$ cat src/rtl/core/esdt_pkg.sv
// Shared types and constants of the epoch-stamp dirty tracker.
`default_nettype none
package esdt_pkg;

    localparam int CFG_DATA_W = 32;
    localparam int CFG_ADDR_W = 3;
    localparam int ACT_W      = 9;

    localparam logic [ACT_W-1:0] ACTIVE_RESET = 9'd256;

    // Register index, taken from paddr[2].
    localparam logic REG_ACTIVE_ENTRIES = 1'b0;

    typedef logic [2:0] t_kind;

    localparam t_kind KIND_ADVANCE    = 3'd0;
    localparam t_kind KIND_TEST       = 3'd1;
    localparam t_kind KIND_QUERY      = 3'd2;
    localparam t_kind KIND_MARK_CLEAN = 3'd3;
    localparam t_kind KIND_MARK_DIRTY = 3'd4;
    localparam t_kind KIND_CLEAN_ALL  = 3'd5;

endpackage
`default_nettype wire

$ cat src/rtl/core/esdt_cfg.sv
// APB register file holding the active entry count.
`default_nettype none
module esdt_cfg (
    input  wire logic                              i_clk,
    input  wire logic                              i_rst_n,
    input  wire logic                              psel,
    input  wire logic                              penable,
    input  wire logic                              pwrite,
    input  wire logic [esdt_pkg::CFG_ADDR_W-1:0]   paddr,
    input  wire logic [esdt_pkg::CFG_DATA_W-1:0]   pwdata,
    output logic      [esdt_pkg::CFG_DATA_W-1:0]   prdata,
    output logic                                   pready,
    output logic      [esdt_pkg::ACT_W-1:0]        o_active_entries
);
    import esdt_pkg::*;

    logic [ACT_W-1:0] r_active;
    logic             wr_hit;

    assign pready = 1'b1;
    assign wr_hit = psel && penable && pwrite && (paddr[2] == REG_ACTIVE_ENTRIES);

    always_ff @(posedge i_clk) begin
        if (!i_rst_n) begin
            r_active <= ACTIVE_RESET;
        end else if (wr_hit) begin
            r_active <= pwdata[ACT_W-1:0];
        end
    end

    always_comb begin
        if (paddr[2] == REG_ACTIVE_ENTRIES) begin
            prdata = {{(CFG_DATA_W-ACT_W){1'b0}}, r_active};
        end else begin
            prdata = '0;
        end
    end

    assign o_active_entries = r_active;

endmodule
`default_nettype wire

$ cat config.mk
export PLATFORM = sky130hd
export DESIGN_NAME = esdt_cfg
export DESIGN_NICKNAME = d
export VERILOG_FILES = /design/src/rtl/core/esdt_pkg.sv /design/src/rtl/core/esdt_cfg.sv
export SDC_FILE = /design/constraint.sdc
export NUM_CORES = 1
export LEC_CHECK = 0
export ABC_AREA = 1
export BUFFER_PORTS_ARGS = -buffer_cell sky130_fd_sc_hd__buf_2
export CAP_MARGIN = 10
export CORE_UTILIZATION = 35
export DETAILED_ROUTE_END_ITERATION = 8
export GPL_ROUTABILITY_DRIVEN = 0
export GPL_TIMING_DRIVEN = 0
export PLACE_DENSITY = 0.94
export SLEW_MARGIN = 5
export SYNTH_ARGS = -nofsm -noshare
export SYNTH_HDL_FRONTEND = slang
export SYNTH_SLANG_ARGS = --single-unit
export TNS_END_PERCENT = 5
$ cat constraint.sdc
create_clock -name i_clk -period 2.18 [get_ports i_clk]
set_clock_uncertainty 0.2 [all_clocks]
set_input_delay 0.109 -clock i_clk [delete_from_list [all_inputs] [get_ports i_clk]]
set_output_delay 0.109 -clock i_clk [all_outputs]
set_load 0.01 [all_outputs]
; ---- After elaboration in Yosys (flattened, before gate mapping)
; Index checks and enable logic that the tools add are counted.
[word_totals]
in_bits = 40
register_bits = 9
wordCells = 6
out_inout_bits = 42
[op_classes]
bitwise = 1
n_reduce_logical = 3
mux = 1
[ops]
columns = cell, n
row1 = $mux W9, 1
row2 = $logic_and A1 B1 Y1, 3
row3 = $not A1 Y1, 1

; ---- Longest topological paths before layout
; Gate-level depths: netlist of the first run.
[depth]
word_depth = 3
depth_mapped = 5
mapped_depth_nobuf = 5

; ---- Least setup slack after synthesis of the first run
; Ideal clock, no wire load.
[synth_path]
path_type = reg2out
startpoint = reg r_active[0] (netlist: o_active_entries[0])
endpoint = out prdata[0] (netlist bit)
stages_incl_launch_ff = 3
n_path_buf = 0
t_arrival_ps = 581
path_slack_ps = 1290
cell_sequence = dfxtp_1 -> inv_1 -> nor2_1
[synth_between]
elab_chain_len = 1
[synth_rtl]
columns = item, line
row1 = from (decl), esdt_cfg.sv:17  ; logic [ACT_W-1:0] r_active;
row2 = from (signal assigned), esdt_cfg.sv:27  ; r_active <= pwdata[ACT_W-1:0];
row3 = $mux W9, esdt_cfg.sv:32  ; if (paddr[2] == REG_ACTIVE_ENTRIES) begin
row4 = to (decl), esdt_cfg.sv:11  ; output logic [esdt_pkg::CFG_DATA_W-1:0] prdata,
; No other way between the ends.

==> results of run 1 <==
## stage by stage
step,setup slack (ps),hold WS (ps)
global route,624,113
global placement,1160,125
CTS,708,104
finish,676,97.9
floorplan,1290,35.2
detailed placement,1150,127
## final cells by class
cell class	instances	area, µm²
Buffer	26	203
Clock buffer	4	26.3
Fill cell	173	696
Inverter	20	75.1
Multi-Input combinational cell	72	325
Sequential cell	9	180
Tap cell	25	31.3
Timing Repair Buffer	42	265
## layout by cell type (no fill, tap or decap), drive strengths merged
cell,instances
buf,57
nor2,27
conb,24
inv,20
dlygate4sd3,11
nand2,11
dfxtp,9
nand3,9
clkbuf,4
o21ai,1
## path summary, 6_finish.rpt
kind                          to  slack, ps  depth (start not counted)
max          o_active_entries[8]        680                          5
min          o_active_entries[2]        100                          5
max reg2reg  o_active_entries[8]        830                          3
min reg2reg  o_active_entries[3]        300                          2
## critical path, cell delays in order
cell and delay, ps:
dlygate4sd3_1 540, buf_2 120, nand2_1 50, nand3_1 70, dlygate4sd3_1 560
## logic make-up after synthesis
| family | Yosys count | share of synthesized area (%) |
|---|---|---|
| buf+inv | 46 | 39.6 |
| other cells | 2 | 1.07 |
| compound gates | 1 | 0.714 |
| simple gates | 47 | 32.9 |
| flops | 9 | 25.7 |
## metal layers
metal  vias up  wire, µm  global-route usage [%]
li1        389         -                       -
met2        31       863                    28.6
met1       302       606                    15.3
met5         -         0                       0
met3         2        81                    3.85
met4         0        16                    5.14
## power breakdown
| group | switching (mW) | total [mW] | internal [mW] |
|---|---|---|---|
| clock network | 0.0634 | 0.134 | 0.0708 |
| registers | 0.00382 | 0.174 | 0.170 |
| logic | 0.0673 | 0.138 | 0.0707 |
==> results by group, run 1 <==
Status
  – Outcome: completed

Clock tree
  – CTS tree: built
  – Post-CTS Resized: 0
  – Clk Latency, worst-skew pair: about 270 ps
  – H-tree levels: 1
  – Setup Buffers After CTS: 0
  – Worst-path clk slew: roughly 70 ps
  – Clock Path Buffers: 2
  – TritonCTS Buffers: 3
  – Clk root buf: clkbuf_4
  – Sinks on Clock Net: 9
  – # hold bufs at CTS: 11

Final layout
  – Final nets: 214
  – Synth-to-Final Area Change: 57.9%
  – Ant diodes: 0
  – Max reg flops: 9
  – Design Area, Final: between 0.001 and 0.0015 mm²
  – Post-Layout Cell Count: 198
  – Layout cells sized above 1: 38.2%
  – Final Util: 61.4%

Routing
  – Via Count: ~720
  – Initial DRC Count: 4
  – TritonRoute pass-1 iters: 4
  – Post-Route WL: 1570 µm
  – Antenna viol nets, final: 0
  – # DRC: 0
  – Wirelength per Cell: 7.91 µm
  – Via-to-Cell Ratio: 3.66

Timing
  – Final Hold Vio Count: 0
  – Final Setup Violations: 0
  – Tcrit/Tclk final: 69.0%
  – Min cycle time layout: ~1500 ps
  – Setup TNS: 0 ps
  – RSZ-0062 raised after global routing: no
  – Fmax: 665 MHz
  – Max Slew Vio Count: 0

Power and ir drop
  – Worst ir drop on vdd: 0.270 mV
  – Power per cell area: 403 mW/mm²
  – Design Power: 0.446 mW
  – P_leak: ~0.68 nW

Logic synthesis
  – Yosys reg bits: 9
  – Number of enable flip-flop cells after synthesis: 0
  – Library cells used by synthesis: 13
  – Synthesis Warnings: 0
  – Top-count cell post-synth: nor2_1
  – Synth area leaders: dfxtp_1 26%, buf_4 26%, nor2_1 13%
  – Cells after Synth: 105
  – Synth area leader: dfxtp_1
  – Post-synth ARST share: 0%
  – Post-synth top flop: dfxtp_1
  – Synth cell count leaders: 25 x nor2_1, 24 x buf_4, 19 x inv_1
  – Yosys top cell area share: 25.7%
  – Area of the mapped netlist: 701 µm²
  – Synthesized area per cell: 6.67 µm²
  – Sequential share of the synthesized area: 25.7%

GRT
  – First-pass GRT wire length: 2270 µm
  – Largest net degree at the start of global routing: 11
  – Initial antenna violation count: 0
  – Vias in the first global route: 540
  – Gr usage total: ~15%
  – Total grt overflow: 0

Placement
  – I/O Buffers: 31
  – Dpl cells: ~180
  – Placement Cell Area: 970 µm²
  – Detailed placement HPWL: roughly 1100 µm

Floorplanning
  – Core Region: between 0.0015 and 0.002 mm²
  – Starting Density: between 30% and 40%
  – Die H: 46.7 µm
  – FP Rows: 15
  – Die area: 0.00218 mm²
  – Die width: 46.7 µm
  – I/O pin total: 82

Run
  – Max Cap Viol: 0

Worst setup path
  – CP Launch Point: pwdata[8]
  – Worst EP required: between 2000 and 2500 ps
  – RR Startpoint: o_active_entries[8]
  – CP Capture Type: flip-flop
  – Crit path launch type: input port
  – Critical-path maximum fanout: 1
  – Crit Path Category: input port to flip-flop
  – Critical Path AT: approximately 1500 ps

Min path
  – HP Class: input port to flip-flop
  – HP Start: psel
(Power assumes the default switching activity.)
==> inputs of run 2 (changes only) <==
--- a/config.mk
+++ b/config.mk
@@ -8,11 +8,11 @@
 export ABC_AREA = 1
 export BUFFER_PORTS_ARGS = -buffer_cell sky130_fd_sc_hd__buf_2
 export CAP_MARGIN = 10
-export CORE_UTILIZATION = 35
+export CORE_UTILIZATION = 33
 export DETAILED_ROUTE_END_ITERATION = 8
 export GPL_ROUTABILITY_DRIVEN = 0
 export GPL_TIMING_DRIVEN = 0
-export PLACE_DENSITY = 0.94
+export PLACE_DENSITY = 0.9
 export SLEW_MARGIN = 5
 export SYNTH_ARGS = -nofsm -noshare
 export SYNTH_HDL_FRONTEND = slang
==> constraint.sdc (replaced) <==
create_clock -name i_clk -period 1.49 [get_ports i_clk]
set_clock_uncertainty 0.2 [all_clocks]
set_input_delay 0.0745 -clock i_clk [delete_from_list [all_inputs] [get_ports i_clk]]
set_output_delay 0.0745 -clock i_clk [all_outputs]
set_load 0.01 [all_outputs]
==> results by group, run 2 (synthesis results as in run 1) <==
Status
  – Outcome: completed

Placement
  – Detailed placement HPWL: 1060 µm (-3.0%)
  – I/O Buffers: 31 (unchanged)
  – Dpl cells: 185 (+1.1%)
  – Placement Cell Area: 972 µm² (+0.26%)

Worst setup path
  – Crit Path Category: input port to flip-flop
  – CP max-delay cell: dlygate4sd3_1
  – Flop-to-flop setup slack: 680 ps (-150 ps)
  – CP Launch Point: i_rst_n
  – Crit path largest cell delay: 550 ps (about the same)
  – Worst Reg-to-Reg Cells: 2 (-1)
  – CP Capture Type: flip-flop
  – RR Startpoint: o_active_entries[8]
  – Critical-path cell list: dlygate4sd3_1 > buf_6 > nand2_1 > dlygate4sd3_1 > nor2_1
  – Worst EP required: 1450 ps (-680 ps)
  – Critical-path maximum fanout: 9 (+8)
  – Crit path launch type: input port
  – Most Frequent Cell on Critical Path: dlygate4sd3_1
  – Reg-to-reg endpoint: o_active_entries[8]
  – Critical Path AT: 1400 ps (-50 ps)

Routing
  – Routed wl met2: 803 µm (-7.0%)
  – Antenna viol nets, final: 0 (unchanged)
  – Post-Route WL: 1490 µm (-5.1%)
  – Met1 WL: 586 µm (-3.3%)
  – Via-to-Cell Ratio: 3.60 (-1.5%)
  – Top Layer Used: met3
  – # DRC: 0 (unchanged)
  – Initial DRC Count: 6 (+2)
  – Wirelength per Cell: 7.47 µm (-5.6%)
  – Met3 Wirelength: 96 µm (+19%)
  – Via Count: 717 (-0.97%)
  – TritonRoute pass-1 iters: 3 (-1)

Clock tree
  – Clk root buf: clkbuf_4
  – Sinks on Clock Net: 9 (unchanged)
  – TritonCTS Buffers: 3 (unchanged)
  – Setup Buffers After CTS: 0 (unchanged)
  – CTS tree: built
  – Post-CTS Resized: 0 (unchanged)
  – Clock Path Buffers: 2 (unchanged)
  – Clk Latency, worst-skew pair: 260 ps (about the same)
  – Worst-path clk slew: 60 ps (about the same)
  – H-tree levels: 1 (unchanged)

Final layout
  – Ant diodes: 0 (unchanged)
  – Most frequent cells in the layout: 31 x buf_2, 25 x nor2_1, 24 x buf_4, 24 x conb_1, 19 x inv_1
  – Synth-to-Final Area Change: 56.8%
  – Final nets: 213 (-0.47%)
  – Design Area, Final: 0.00110 mm² (-0.68%)
  – Max reg flops: 9 (unchanged)
  – Commonest non-fill, non-tap cell in the layout: buf_2
  – Reg area: 180 µm² (unchanged)
  – Fillcell total: 193 (+12%)
  – Final Util: 55.4% (-6.0 points)
  – Post-Layout Cell Count: 199 (+0.51%)
  – Layout cells sized above 1: 38.4% (+0.22 points)
  – Multi-input gate area: 325 µm² (unchanged)

Min path
  – Hold Crit Depth: 4 (-1)
  – HP Class: input port to flip-flop
  – Hold Path Sink: o_active_entries[8]
  – HP Start: psel

Floorplanning
  – Die H: 48.1 µm (+2.9%)
  – I/O pin total: 82 (unchanged)
  – Core Region: 0.00198 mm² (+10%)
  – Die width: 48.1 µm (+2.9%)
  – Starting Density: 35.4% (-3.5 points)
  – FP Rows: 16 (+1)
  – Die area: 0.00231 mm² (+5.8%)

GRT
  – Largest net degree at the start of global routing: 11 (unchanged)
  – Gr usage total: 14.0% (-0.84 points)
  – First-pass GRT wire length: 2160 µm (-4.9%)
  – Vias in the first global route: 530 (-1.9%)
  – Initial antenna violation count: 0 (unchanged)
  – Total grt overflow: 0 (unchanged)

Timing
  – Max Slew Vio Count: 0 (unchanged)
  – Tcrit/Tclk final: 96.5%
  – Fmax: 695 MHz
  – Final Setup Violations: 0 (unchanged)
  – Min cycle time layout: 1440 ps
  – Setup TNS: 0 ps (unchanged)
  – RSZ-0062 raised after global routing: no
  – Final Hold Vio Count: 0 (unchanged)

Power and ir drop
  – Design Power: 0.647 mW (+45%)
  – Worst ir drop on vdd: 0.483 mV (+79%)
  – Power per cell area: 589 mW/mm² (+46%)
  – P_leak: 0.683 nW (-0.25%)

Run
  – Max Cap Viol: 0 (unchanged)
==> run 2: cell types whose count changed in the layout (fill, tap and decap cells not counted), sizes merged <==
cell	delta
dlygate4sd3	-1
==> run 2: how the worst max path moves through the flow <==
stage / to / slack [ps] / cells after the start
final: o_active_entries[7] / 50 / 5
after global routing: o_active_entries[7] / 50 / 5
after CTS: o_active_entries[8] / 40 / 5
after detailed placement: o_active_entries[5] / 490 / 6
after global placement: o_active_entries[0] / 500 / 6
after floorplan: prdata[0] / 630 / 2
==> run 2: area by class of cell <==
cell class	count	share of cell area, %
plain buffers	26	18.5
clock buffers	4	2.39
inverters	20	6.83
repair buffers	41	23.2
flip-flops and latches	9	16.4
well taps	27	3.08
multi-input cells	72	29.6
==> run 2: what timing repair did <==
| item | 4_1_cts | 5_1_grt |
|---|---|---|
| hold buffers | 11 | 0 |
| endpoints found under the setup margin | 0 | 1 |
| hold endpoints to repair | 9 | 0 |
==> run 2: routing by layer <==
layer | vias up | global-route usage, %
li1 | 388 | -
met1 | 296 | 15.5
met2 | 33 | 24.1
met3 | 0 | 5.66
met4 | 0 | 5.00
met5 | - | 0
==> run 2: metrics by stage <==
stage	worst slack, ps	hold WS, ps
2_1_floorplan	634	0.712
3_3_place_gp	500	85.9
3_5_place_dp	494	99.9
4_1_cts	36.8	64.5
5_1_grt	47.4	60.7
6_report	51.8	42.3
==> run 2: power by group <==
part           total (mW)  internal (mW)  switching, mW
clock               0.192          0.103         0.0883
combinational       0.200          0.102         0.0981
sequential          0.255          0.249        0.00569
==> run 2: critical path: cells and delay by family <==
| kind | cells | cell delay (ps) |
|---|---|---|
| buffers and inverters | 3 | 1230 |
| and+or+nand+nor | 2 | 100 |
